File: src/design/msa_rle_pkg.sv
// ----------------------------------------------------------------------------
// msa_rle_pkg
// Shared types and constants for the MSA track RLE decoder: stream payloads,
// header layout, token codes and the controller/datapath interface.
// ----------------------------------------------------------------------------
package msa_rle_pkg;

    // field widths fixed by the stream format
    localparam int OFFSET_W     = 24;
    localparam int SECTOR_SHIFT = 9;    // 512 bytes per sector

    // signature and run token bytes
    localparam logic [7:0] SIG_BYTE0 = 8'h0E;
    localparam logic [7:0] SIG_BYTE1 = 8'h0F;
    localparam logic [7:0] RUN_MARK  = 8'hE5;

    // header byte positions
    localparam logic [3:0] HDR_SIG0     = 4'd0;
    localparam logic [3:0] HDR_SIG1     = 4'd1;
    localparam logic [3:0] HDR_SECTORS  = 4'd3;
    localparam logic [3:0] HDR_SIDES    = 4'd5;
    localparam logic [3:0] HDR_TRACK_HI = 4'd8;
    localparam logic [3:0] HDR_TRACK_LO = 4'd9;

    // result error codes
    localparam logic [1:0] ERR_NONE = 2'd0;
    localparam logic [1:0] ERR_SIG  = 2'd1;
    localparam logic [1:0] ERR_CAP  = 2'd2;

    // input item
    typedef struct packed {
        logic [7:0] data_byte;
        logic       start_of_file;
    } t_in;

    // result item
    typedef struct packed {
        logic [7:0]          value;
        logic [15:0]         repeat_res;
        logic [OFFSET_W-1:0] offset;
        logic [1:0]          error_code;
        logic                last;
    } t_out;

    // kind of result the datapath builds
    typedef enum logic [2:0] {
        RES_MARKER,
        RES_LITERAL,
        RES_RUN,
        RES_ERR_SIG,
        RES_ERR_CAP
    } t_res_sel;

    // controller to datapath commands
    typedef struct packed {
        logic     hdr_step;
        logic     mul1;
        logic     mul2;
        logic     cap_load;
        logic     size_hi_load;
        logic     size_lo_load;
        logic     rec_dec;
        logic     records_dec;
        logic     run_val_load;
        logic     run_hi_load;
        logic     off_add_one;
        logic     off_add_run;
        logic     emit;
        t_res_sel res_sel;
        logic     res_last;
    } t_dp_cmd;

    // datapath to controller status
    typedef struct packed {
        logic sig_bad;
        logic hdr_last;
        logic size_zero;
        logic size_raw;
        logic byte_mark;
        logic off_full;
        logic run_zero;
        logic run_over;
        logic rec_last;
        logic records_last;
        logic records_zero;
        logic res_busy;
    } t_dp_status;

endpackage

File: src/design/msa_rle_dp.sv
// ----------------------------------------------------------------------------
// msa_rle_dp
// Datapath of the MSA track decoder: header fields, capacity multiply,
// record and run counters, image offset, result register and output stage.
// ----------------------------------------------------------------------------
module msa_rle_dp #(
    parameter int IMAGE_ADDR_BITS = 24
) (
    input  logic                   i_clk,
    input  logic                   i_rst_n,
    input  msa_rle_pkg::t_dp_cmd   i_cmd,
    input  msa_rle_pkg::t_in       i_in,
    output msa_rle_pkg::t_dp_status o_status,
    output logic                   o_out_valid,
    input  logic                   i_out_ready,
    output msa_rle_pkg::t_out      o_out
);

    localparam int OFF_W  = IMAGE_ADDR_BITS + 1;
    localparam int PROD_W = 33;
    localparam int CAP_W  = PROD_W + msa_rle_pkg::SECTOR_SHIFT;
    localparam int OUT_W  = msa_rle_pkg::OFFSET_W;
    localparam int EXT_W  = OFF_W + OUT_W;

    logic [3:0]        r_hdr_idx;
    logic [7:0]        r_sectors;
    logic [7:0]        r_sides;
    logic [15:0]       r_track;
    logic [15:0]       r_prod1;
    logic [23:0]       r_records;
    logic [PROD_W-1:0] r_prod2;
    logic [OFF_W-1:0]  r_capacity;
    logic [OFF_W-1:0]  r_offset;
    logic [15:0]       r_rec_bytes;
    logic [7:0]        r_run_val;
    logic [7:0]        r_run_hi;
    logic              r_res_valid;
    msa_rle_pkg::t_out r_res;
    logic              r_out_valid;
    msa_rle_pkg::t_out r_out;

    logic [3:0]        w_idx;
    logic [7:0]        w_byte;
    logic [15:0]       w_size;
    logic [16:0]       w_raw_size;
    logic [15:0]       w_run_len;
    logic [OFF_W:0]    w_run_end;
    logic [15:0]       w_track_next;
    logic [16:0]       w_track_plus;
    logic [15:0]       w_prod1;
    logic [23:0]       w_records;
    logic [PROD_W-1:0] w_prod2;
    logic [CAP_W-1:0]  w_cap_full;
    logic [CAP_W-1:0]  w_cap_limit;
    logic [CAP_W-1:0]  w_cap_sel;
    logic [EXT_W-1:0]  w_off_ext;
    logic              w_move;
    msa_rle_pkg::t_out w_res;

    // header index restarts on a new file
    assign w_idx  = i_in.start_of_file ? 4'd0 : r_hdr_idx;
    assign w_byte = i_in.data_byte;

    // record size, raw track size and run length
    assign w_size       = {r_rec_bytes[7:0], w_byte};
    assign w_raw_size   = {r_sectors, {msa_rle_pkg::SECTOR_SHIFT{1'b0}}};
    assign w_run_len    = {r_run_hi, w_byte};
    assign w_run_end    = {1'b0, r_offset} + (OFF_W + 1)'(w_run_len);
    assign w_track_next = {r_track[7:0], w_byte} + 16'd1;
    assign w_track_plus = {1'b0, r_track} + 17'd1;

    // capacity products and record count, registered under mul1 and then mul2
    assign w_prod1     = 16'(r_sectors) * 16'(r_sides);
    assign w_records   = 24'(r_track) * 24'(r_sides);
    assign w_prod2     = PROD_W'(r_prod1) * PROD_W'(w_track_plus);
    assign w_cap_full  = {r_prod2, {msa_rle_pkg::SECTOR_SHIFT{1'b0}}};
    assign w_cap_limit = CAP_W'(1) << IMAGE_ADDR_BITS;
    assign w_cap_sel   = (w_cap_full > w_cap_limit) ? w_cap_limit : w_cap_full;

    // image offset shown in the result
    assign w_off_ext = EXT_W'(r_offset);

    // status back to the controller
    always_comb begin
        o_status.sig_bad      = ((w_idx == msa_rle_pkg::HDR_SIG0)
                                 && (w_byte != msa_rle_pkg::SIG_BYTE0))
                             || ((w_idx == msa_rle_pkg::HDR_SIG1)
                                 && (w_byte != msa_rle_pkg::SIG_BYTE1));
        o_status.hdr_last     = (w_idx == msa_rle_pkg::HDR_TRACK_LO);
        o_status.size_zero    = (w_size == 16'd0);
        o_status.size_raw     = ({1'b0, w_size} == w_raw_size);
        o_status.byte_mark    = (w_byte == msa_rle_pkg::RUN_MARK);
        o_status.off_full     = (r_offset >= r_capacity);
        o_status.run_zero     = (w_run_len == 16'd0);
        o_status.run_over     = (w_run_end > {1'b0, r_capacity});
        o_status.rec_last     = (r_rec_bytes == 16'd1);
        o_status.records_last = (r_records == 24'd1);
        o_status.records_zero = (r_records == 24'd0);
        o_status.res_busy     = r_res_valid;
    end

    // result selection
    always_comb begin
        w_res.value      = 8'd0;
        w_res.repeat_res = 16'd0;
        w_res.offset     = w_off_ext[OUT_W-1:0];
        w_res.error_code = msa_rle_pkg::ERR_NONE;
        w_res.last       = i_cmd.res_last;
        case (i_cmd.res_sel)
            msa_rle_pkg::RES_LITERAL: begin
                w_res.value      = w_byte;
                w_res.repeat_res = 16'd1;
            end
            msa_rle_pkg::RES_RUN: begin
                w_res.value      = r_run_val;
                w_res.repeat_res = w_run_len;
            end
            msa_rle_pkg::RES_ERR_SIG: begin
                w_res.offset     = '0;
                w_res.error_code = msa_rle_pkg::ERR_SIG;
            end
            msa_rle_pkg::RES_ERR_CAP: begin
                w_res.error_code = msa_rle_pkg::ERR_CAP;
            end
            default: begin
            end
        endcase
    end

    // header index
    always_ff @(posedge i_clk) begin
        if (!i_rst_n) begin
            r_hdr_idx <= 4'd0;
        end else if (i_cmd.hdr_step) begin
            r_hdr_idx <= o_status.hdr_last ? 4'd0 : w_idx + 4'd1;
        end
    end

    // header fields and capacity
    always_ff @(posedge i_clk) begin
        if (i_cmd.hdr_step) begin
            case (w_idx)
                msa_rle_pkg::HDR_SECTORS:  r_sectors <= w_byte;
                msa_rle_pkg::HDR_SIDES:    r_sides   <= w_byte + 8'd1;
                msa_rle_pkg::HDR_TRACK_HI: r_track   <= {8'd0, w_byte};
                msa_rle_pkg::HDR_TRACK_LO: r_track   <= w_track_next;
                default: begin
                end
            endcase
        end
        if (i_cmd.mul1) begin
            r_prod1 <= w_prod1;
        end
        if (i_cmd.mul2) begin
            r_prod2 <= w_prod2;
        end
        if (i_cmd.cap_load) begin
            r_capacity <= w_cap_sel[OFF_W-1:0];
        end
    end

    // record counters, run token fields and image offset
    always_ff @(posedge i_clk) begin
        if (i_cmd.mul1) begin
            r_records <= w_records;
        end else if (i_cmd.records_dec) begin
            r_records <= r_records - 24'd1;
        end
        if (i_cmd.size_hi_load) begin
            r_rec_bytes <= {8'd0, w_byte};
        end else if (i_cmd.size_lo_load) begin
            r_rec_bytes <= w_size;
        end else if (i_cmd.rec_dec) begin
            r_rec_bytes <= r_rec_bytes - 16'd1;
        end
        if (i_cmd.run_val_load) begin
            r_run_val <= w_byte;
        end
        if (i_cmd.run_hi_load) begin
            r_run_hi <= w_byte;
        end
        if (i_cmd.mul1) begin
            r_offset <= '0;
        end else if (i_cmd.off_add_one) begin
            r_offset <= r_offset + OFF_W'(1);
        end else if (i_cmd.off_add_run) begin
            r_offset <= w_run_end[OFF_W-1:0];
        end
    end

    // result register feeding the output stage
    assign w_move = r_res_valid && (!r_out_valid || i_out_ready);

    always_ff @(posedge i_clk) begin
        if (!i_rst_n) begin
            r_res_valid <= 1'b0;
            r_out_valid <= 1'b0;
        end else begin
            if (i_cmd.emit) begin
                r_res_valid <= 1'b1;
            end else if (w_move) begin
                r_res_valid <= 1'b0;
            end
            if (w_move) begin
                r_out_valid <= 1'b1;
            end else if (i_out_ready) begin
                r_out_valid <= 1'b0;
            end
        end
    end

    always_ff @(posedge i_clk) begin
        if (i_cmd.emit) begin
            r_res <= w_res;
        end
        if (w_move) begin
            r_out <= r_res;
        end
    end

    assign o_out_valid = r_out_valid;
    assign o_out       = r_out;

endmodule

File: src/design/msa_rle_ctrl.sv
// ----------------------------------------------------------------------------
// msa_rle_ctrl
// Parser state machine of the MSA track decoder: walks header, capacity
// multiply, record sizes and raw or packed track bytes, and drives the
// datapath through a command struct.
// ----------------------------------------------------------------------------
module msa_rle_ctrl (
    input  logic                    i_clk,
    input  logic                    i_rst_n,
    input  logic                    i_accept,
    input  logic                    i_sof,
    input  msa_rle_pkg::t_dp_status i_status,
    output msa_rle_pkg::t_dp_cmd    o_cmd,
    output logic                    o_in_ready
);

    typedef enum logic [3:0] {
        ST_HEADER,
        ST_MUL1,
        ST_MUL2,
        ST_CAP,
        ST_SIZE_HI,
        ST_SIZE_LO,
        ST_RAW,
        ST_PACKED,
        ST_RUN_VAL,
        ST_RUN_HI,
        ST_RUN_LO,
        ST_DONE,
        ST_ERROR
    } t_state;

    t_state r_state;
    t_state n_state;
    t_state w_eff;
    logic   w_busy;
    logic   w_fail;
    logic   w_tail;

    // capacity multiply takes no byte
    assign w_busy     = r_state inside {ST_MUL1, ST_MUL2, ST_CAP};
    assign o_in_ready = !w_busy && !i_status.res_busy;
    assign w_eff      = i_sof ? ST_HEADER : r_state;

    // next state and commands
    always_comb begin
        n_state = r_state;
        o_cmd   = '0;
        o_cmd.res_sel = msa_rle_pkg::RES_MARKER;
        w_fail  = 1'b0;
        w_tail  = 1'b0;
        if (w_busy) begin
            case (r_state)
                ST_MUL1: begin
                    o_cmd.mul1 = 1'b1;
                    n_state    = ST_MUL2;
                end
                ST_MUL2: begin
                    o_cmd.mul2 = 1'b1;
                    n_state    = ST_CAP;
                end
                default: begin
                    o_cmd.cap_load = 1'b1;
                    if (i_status.records_zero) begin
                        o_cmd.emit     = 1'b1;
                        o_cmd.res_last = 1'b1;
                        n_state        = ST_DONE;
                    end else begin
                        n_state = ST_SIZE_HI;
                    end
                end
            endcase
        end else if (i_accept) begin
            case (w_eff)
                ST_HEADER: begin
                    if (i_status.sig_bad) begin
                        o_cmd.emit     = 1'b1;
                        o_cmd.res_sel  = msa_rle_pkg::RES_ERR_SIG;
                        o_cmd.res_last = 1'b1;
                        n_state        = ST_ERROR;
                    end else begin
                        o_cmd.hdr_step = 1'b1;
                        n_state = i_status.hdr_last ? ST_MUL1 : ST_HEADER;
                    end
                end
                ST_SIZE_HI: begin
                    o_cmd.size_hi_load = 1'b1;
                    n_state            = ST_SIZE_LO;
                end
                ST_SIZE_LO: begin
                    o_cmd.size_lo_load = 1'b1;
                    if (i_status.size_zero) begin
                        // empty record
                        o_cmd.records_dec = 1'b1;
                        if (i_status.records_last) begin
                            o_cmd.emit     = 1'b1;
                            o_cmd.res_last = 1'b1;
                            n_state        = ST_DONE;
                        end else begin
                            n_state = ST_SIZE_HI;
                        end
                    end else begin
                        n_state = i_status.size_raw ? ST_RAW : ST_PACKED;
                    end
                end
                ST_RAW, ST_PACKED: begin
                    w_tail = 1'b1;
                    if (w_eff == ST_PACKED && i_status.byte_mark) begin
                        n_state = ST_RUN_VAL;
                    end else if (i_status.off_full) begin
                        w_fail = 1'b1;
                    end else begin
                        o_cmd.emit        = 1'b1;
                        o_cmd.res_sel     = msa_rle_pkg::RES_LITERAL;
                        o_cmd.off_add_one = 1'b1;
                    end
                end
                ST_RUN_VAL: begin
                    w_tail             = 1'b1;
                    o_cmd.run_val_load = 1'b1;
                    n_state            = ST_RUN_HI;
                end
                ST_RUN_HI: begin
                    w_tail            = 1'b1;
                    o_cmd.run_hi_load = 1'b1;
                    n_state           = ST_RUN_LO;
                end
                ST_RUN_LO: begin
                    w_tail  = 1'b1;
                    n_state = ST_PACKED;
                    if (!i_status.run_zero) begin
                        if (i_status.run_over) begin
                            w_fail = 1'b1;
                        end else begin
                            o_cmd.emit        = 1'b1;
                            o_cmd.res_sel     = msa_rle_pkg::RES_RUN;
                            o_cmd.off_add_run = 1'b1;
                        end
                    end
                end
                default: begin
                end
            endcase

            // overflow ends the file with an error result
            if (w_fail) begin
                o_cmd.emit     = 1'b1;
                o_cmd.res_sel  = msa_rle_pkg::RES_ERR_CAP;
                o_cmd.res_last = 1'b1;
                n_state        = ST_ERROR;
            end else if (w_tail) begin
                // count the record byte and close the record at its end
                o_cmd.rec_dec = 1'b1;
                if (i_status.rec_last) begin
                    o_cmd.records_dec = 1'b1;
                    if (i_status.records_last) begin
                        o_cmd.emit     = 1'b1;
                        o_cmd.res_last = 1'b1;
                        n_state        = ST_DONE;
                    end else begin
                        n_state = ST_SIZE_HI;
                    end
                end
            end
        end
    end

    // state register
    always_ff @(posedge i_clk) begin
        if (!i_rst_n) begin
            r_state <= ST_HEADER;
        end else begin
            r_state <= n_state;
        end
    end

endmodule

File: src/design/msa_track_rle_decoder.sv
// A result goes through the result register and then the output register.
// Throughput: one byte per cycle while no result is pending and no multiply runs;
//   a byte that gives a result holds the input until it moves to the output register.
// After the last header byte the input is held for the two-step capacity multiply.
// Reset (i_rst_n low, synchronous) returns the parser to the header and empties the
//   output; start_of_file on any byte restarts the parser without a reset.
// ----------------------------------------------------------------------------
// msa_track_rle_decoder
// MSA disk image decoder: checks the signature, reads the header, works out
// the image capacity and turns each track record into runs of image bytes.
// ----------------------------------------------------------------------------
module msa_track_rle_decoder #(
    parameter int IMAGE_ADDR_BITS = 24
) (
    input  logic              i_clk,
    input  logic              i_rst_n,
    input  logic              i_in_valid,
    output logic              o_in_ready,
    input  msa_rle_pkg::t_in  i_in_data,
    output logic              o_out_valid,
    input  logic              i_out_ready,
    output msa_rle_pkg::t_out o_out_data
);

    msa_rle_pkg::t_dp_cmd    w_cmd;
    msa_rle_pkg::t_dp_status w_status;
    logic                    w_accept;

    // input transfer
    assign w_accept = i_in_valid && o_in_ready;

    // parser control
    msa_rle_ctrl u_ctrl (
        .i_clk      (i_clk),
        .i_rst_n    (i_rst_n),
        .i_accept   (w_accept),
        .i_sof      (i_in_data.start_of_file),
        .i_status   (w_status),
        .o_cmd      (w_cmd),
        .o_in_ready (o_in_ready)
    );

    // counters, capacity and result path
    msa_rle_dp #(
        .IMAGE_ADDR_BITS (IMAGE_ADDR_BITS)
    ) u_dp (
        .i_clk       (i_clk),
        .i_rst_n     (i_rst_n),
        .i_cmd       (w_cmd),
        .i_in        (i_in_data),
        .o_status    (w_status),
        .o_out_valid (o_out_valid),
        .i_out_ready (i_out_ready),
        .o_out       (o_out_data)
    );

endmodule

File: config.mk
export PLATFORM = sky130hd
export DESIGN_NAME = msa_track_rle_decoder
export DESIGN_NICKNAME = d
export VERILOG_FILES = /design/src/design/msa_rle_pkg.sv /design/src/design/msa_rle_dp.sv /design/src/design/msa_rle_ctrl.sv /design/src/design/msa_track_rle_decoder.sv
export SDC_FILE = /design/constraint.sdc
export NUM_CORES = 2
export LEC_CHECK = 0
export ABC_AREA = 1
export BUFFER_PORTS_ARGS = -buffer_cell sky130_fd_sc_hd__buf_2
export CAP_MARGIN = 20
export CORE_MARGIN = 2
export CORE_UTILIZATION = 50
export CTS_BUF_LIST = sky130_fd_sc_hd__clkbuf_8 sky130_fd_sc_hd__clkbuf_16
export DETAILED_ROUTE_END_ITERATION = 12
export PLACE_DENSITY = 0.66
export SYNTH_ARGS = -nofsm -noshare
export SYNTH_HDL_FRONTEND = slang
export SYNTH_SLANG_ARGS = --single-unit
File: constraint.sdc
create_clock -name i_clk -period 8.35 [get_ports i_clk]
set_clock_uncertainty 0.15 [all_clocks]
set_input_delay 1.2525 -clock i_clk [delete_from_list [all_inputs] [get_ports i_clk]]
set_output_delay 1.2525 -clock i_clk [all_outputs]
set_load 0.01 [all_outputs]
Word level (Yosys, flattened, before mapping)
Cells that the tools add are included.
- flip-flop bits (word level): 299
- memories: 0
- output and inout bits: 53
- ROM bits: 0
- word-level logic and storage cells: 185
- latch bits: 0
- RAM bits: 0
- input bits: 13
- shifts and indexed selects: 0
- mux-type cells: 88
- reductions and logical operators: 31
- $mul: 3
- magnitude comparators: 3
- $add $sub $neg: 8
- equality and inequality tests: 25
- divide/modulo/power cells: 0
- bitwise logic cells: 0
- operators with widths (operator ; count):
    $mux 4 ; 15
    $mux 25 ; 2
    $mux 24 ; 2
    $pmux 24 s2 ; 1
    $mux 1 ; 47
    $gt 42x25->1 const B ; 1
    $mul 16x17->33 ; 1
    $logic_not 16->1 ; 2
    $mux 16 ; 2
    $pmux 16 s2 ; 1
    $pmux 4 s7 ; 1
    $add 25x16->26 ; 1
    $gt 26x25->1 ; 1
    $add 25x1->25 const B ; 1
    $ge 25x25->1 ; 1
    $eq 24x1->1 const B ; 1
    $logic_not 24->1 ; 1
    $mul 16x8->24 ; 1
    $sub 24x1->24 const B ; 1
    $eq 4x3->1 const B ; 5
    $eq 4x4->1 const B ; 5
    $add 16x1->17 const B ; 1
    $eq 16x17->1 ; 1
    $add 16x1->16 const B ; 1
    other kinds (31) ; 62

Longest topological paths before layout
- word-level depth: 15
- gate-level depth with buffers: 36

Cells and area by module
From an unflattened synthesis, not the netlist that was laid out.
- cell total of the unflattened synthesis: 3862
- area, all modules: 30938.4 sq um
- by module, submodules not included (module ; cells an instance ; seq. area each (sq um) ; area each (sq um) ; instances):
    msa_rle_dp ; 3714 ; 8197.9 ; 30128.9 ; 1
    msa_rle_ctrl ; 146 ; 80.1 ; 802.0 ; 1
    msa_track_rle_decoder ; 2 ; 0.0 ; 7.5 ; 1

Least setup slack after synthesis
No wires, ideal clock.
- path type: register to register
- start point: register u_dp.r_track[1]
- end point: register u_dp.r_prod2[29], data pin
- data required time: 7948 ps
- data arrival time: 6497 ps
- stages on the path, launching flop included: 35
- library setup time: 252 ps
- path slack: 1451 ps
- path buffers: 2
- path through: edfxtp_1 -> buf_2 -> inv_1 -> nor3_1 -> inv_1 -> nor2_1 -> inv_1 -> nor2_1 -> nand3_1 -> o21bai_1 -> nand2_1 -> inv_1 -> clkbuf_1 -> nand2_1 -> fa_1 -> fa_1 -> fa_1 -> inv_1 -> fa_1 -> fa_1 -> inv_1 -> fa_1 -> inv_1 -> ha_1 -> a21oi_1 -> inv_1 -> a31oi_1 -> a21boi_0 -> o21ai_1 -> nand2_1 -> o21ai_1 -> nand3_1 -> nand2_1 -> nand2_1 -> nand2_1
- word-level cells in the longest chain between the ends: 2
- ends and longest elaborated chain (element ; line ; source):
    from (decl) ; msa_rle_dp.sv:28 ; logic [15:0] r_track;
    from (signal assigned) ; msa_rle_dp.sv:145 ; msa_rle_pkg::HDR_TRACK_HI: r_track <= {8'd0, w_byte};
    from (signal assigned) ; msa_rle_dp.sv:146 ; msa_rle_pkg::HDR_TRACK_LO: r_track <= w_track_next;
    $add 16x1->17 ; msa_rle_dp.sv:70 ; assign w_track_plus = {1'b0, r_track} + 17'd1;
    $mul 16x17->33 ; msa_rle_dp.sv:75 ; assign w_prod2 = PROD_W'(r_prod1) * PROD_W'(w_track_plus);
    via u_dp.w_prod2[29] ; msa_rle_dp.sv:52 ; logic [PROD_W-1:0] w_prod2;
    to (signal assigned) ; msa_rle_dp.sv:155 ; r_prod2 <= w_prod2;
    to (decl) ; msa_rle_dp.sv:31 ; logic [PROD_W-1:0] r_prod2;
The timed path passes the listed nets, and every way through them passes these cells.
A chain may end at the register's enable or synchronous reset.

Final worst setup path
- start point: register u_dp.r_track[0]
- end point: register u_dp.r_prod2[29], data pin
The elaborated chain is that of the path after synthesis.

==> run summary <==
Status -> finished clean
Slowest stage delay, CP -> 0.56 ns
Sink Count -> 290
GR Util All Layers -> 0.252
DRC -> 0
Slew HR -> 0.262
Maximum clock rate -> 128 MHz
CTS Buffer Depth -> 3
Ys flop type -> edfxtp_1
Detailed-router iteration count before antenna repair -> 5
Critical path fanouts, max -> 11
Clock transition at path regs -> 0.07 ns
Final period util -> 0.936
CTS tree -> yes
Fin util -> 0.543
Cell area after layout -> 32000 sq um
First-pass GRT wire length -> 122 mm
Synthesis warning total -> 0
Placed cell areas -> 30900 sq um
Max cap viols -> 0
Worst hold start -> u_dp.r_res[45]
CP startpoint -> u_dp.r_track[0]
DPL Wire Length -> 57.9 mm
Post-synthesis net count -> 4125
Final ANT Viol Nets -> 0
Root Driver -> clkbuf_16
CP Data Required Time -> 8.56 ns
Layout cells sized above 1 -> 0.0682
Least-Margin Pin Slew -> 1.11 ns
Avg Inst Size Synth -> 8.41 sq um
Final Hold Viols -> 0
Core footprint -> 58900 sq um
Synthesized cell area -> 29800 sq um
Cts bufs inserted -> 31
RR Startpoint -> u_dp.r_track[0]
Die area -> 61500 sq um
Commonest non-fill, non-tap cell in the layout -> inv_1
Vias -> 22900
DR vias/cell -> 5.25
Number of enable flip-flop cells after synthesis -> 247
Post-DR wirelength/cell -> 16.9 microns
Area growth, synth to finish -> 7.53%
Mapped Cells -> 3539
Die W -> 248 microns
Final net count -> 4154
Port buffer count -> 65
Vias in the first global route -> 23300
Setup CP Type -> flop to flop
Final wirelength -> 73.8 mm
CTS H-tree lvls -> 1
Seq cells post-synth -> 290
Starting Density -> 0.505
Pin count of the biggest net entering global routing -> 72
Startpoint Class -> flop
Crit end category -> flop
Seq/Total Area, Yosys -> 0.278
FFs w/ async S/R, synth -> 0
Clock Latency Late Sink -> 0.62 ns
GRT Residual Overflow -> 0
Hold Buf Count CTS -> 0
Die Height -> 248 microns
Commonest cells after routing, fill and taps aside -> inv_1, nand2_1, nor2_1
Initial antenna violation count -> 1
Top delay family on crit path -> adder cells
Hold/Removal Path Class -> flop to flop
Boundary Pins -> 66
Final Max Slew Viols -> 0
Setup TNS -> 0 ns
Crit path buffers/inverters -> 9
Global placement routability congestion -> 0.936
First DRT Iteration DRCs -> 1633
Crit path arrival time -> 8.03 ns
Core Rows -> 89
Master of the slowest instance on the critical path -> edfxtp_1
RSZ-0062 raised after global routing -> false
Final min period -> 7.82 ns
Cell variety after synth -> 53
Final setup vio count -> 0
==> kinds of logic (layout without fill, tap and decap cells) <==
group	after synthesis	in the layout	synth area share
compound gates	365	365	0.0680
simple gates	1326	1326	0.184
flops	290	290	0.278
fa+ha+maj	573	573	0.324
other cells	0	1	0
buf+inv	868	922	0.111
xor+xnor	117	117	0.0344
==> per-stage QoR <==
stage,std cells,hold WS (ns),setup WS (ns)
3_5_place_dp,4305,0.255,0.417
6_report,4367,0.265,0.531
5_1_grt,4367,0.273,0.0645
4_1_cts,4363,0.269,0.418
2_1_floorplan,3539,0.250,1.45
3_3_place_gp,4305,0.250,0.736
==> synth_stat cells (34+ instances only) <==
library cell	n	area (sq um)
a21oi_1	158	791
clkbuf_1	81	304
dfxtp_1	43	861
edfxtp_1	247	7420
fa_1	329	6590
ha_1	244	3050
inv_1	738	2770
nand2_1	739	2770
nand3_1	90	450
nand4_1	34	213
nor2_1	342	1280
nor3_1	38	190
o21ai_0	128	641
xnor2_1	34	298
xor2_1	83	727
==> cell type report <==
type / instances / area [sq um]
antenna: 1 / 2.50
clock buffer: 39 / 908
clock inverter: 19 / 170
fill: 5454 / 26900
inverter: 770 / 2900
multi-input combinational: 2381 / 18200
sequential: 290 / 8280
tap: 773 / 967
timing repair buffer: 94 / 553
==> timing repair <==
| item | 4_1_cts | 5_1_grt |
|---|---|---|
| resized for setup | 0 | 3 |
| buffers inserted | 0 | 0 |
| setup endpoints to repair | 0 | 4 |
==> sequential cells by signal (all words and copies together) (netlist names) <==
signal	flops
u_dp.o_out	51
u_dp.r_res	51
u_dp.r_prod2	33
u_dp.r_offset	25
u_dp.r_records	24
u_dp.r_capacity	16
u_dp.r_prod1	16
u_dp.r_rec_bytes	16
u_dp.r_track	16
u_dp.r_run_hi	8
u_dp.r_run_val	8
u_dp.r_sectors	8
u_dp.r_sides	8
u_ctrl.r_state	4
u_dp.r_hdr_idx	4
u_dp.o_out_valid	1
u_dp.r_res_valid	1
==> path summary, 6_finish.rpt <==
| kind | to | slack (ns) | cells past startpoint |
|---|---|---|---|
| worst max-delay path | u_dp.r_prod2[29] | 0.53 | 30 |
| worst min register to register | u_dp.o_out[45] | 0.26 | 0 |
| worst min-delay path | u_dp.o_out[45] | 0.26 | 0 |
| worst max register to register | u_dp.r_prod2[29] | 0.53 | 30 |
==> per-layer routing <==
metal	track usage	vias to the layer above	share of wire
li1	-	11000	-
met3	0.0435	180	0.070
met2	0.420	750	0.47
met1	0.326	11000	0.42
met5	0.00874	-	0.00099
met4	0.0960	2	0.043
Power is left out: the tool's default activity adds up to more than one toggle a clock period on the data nets, which glitch-free logic cannot reach.
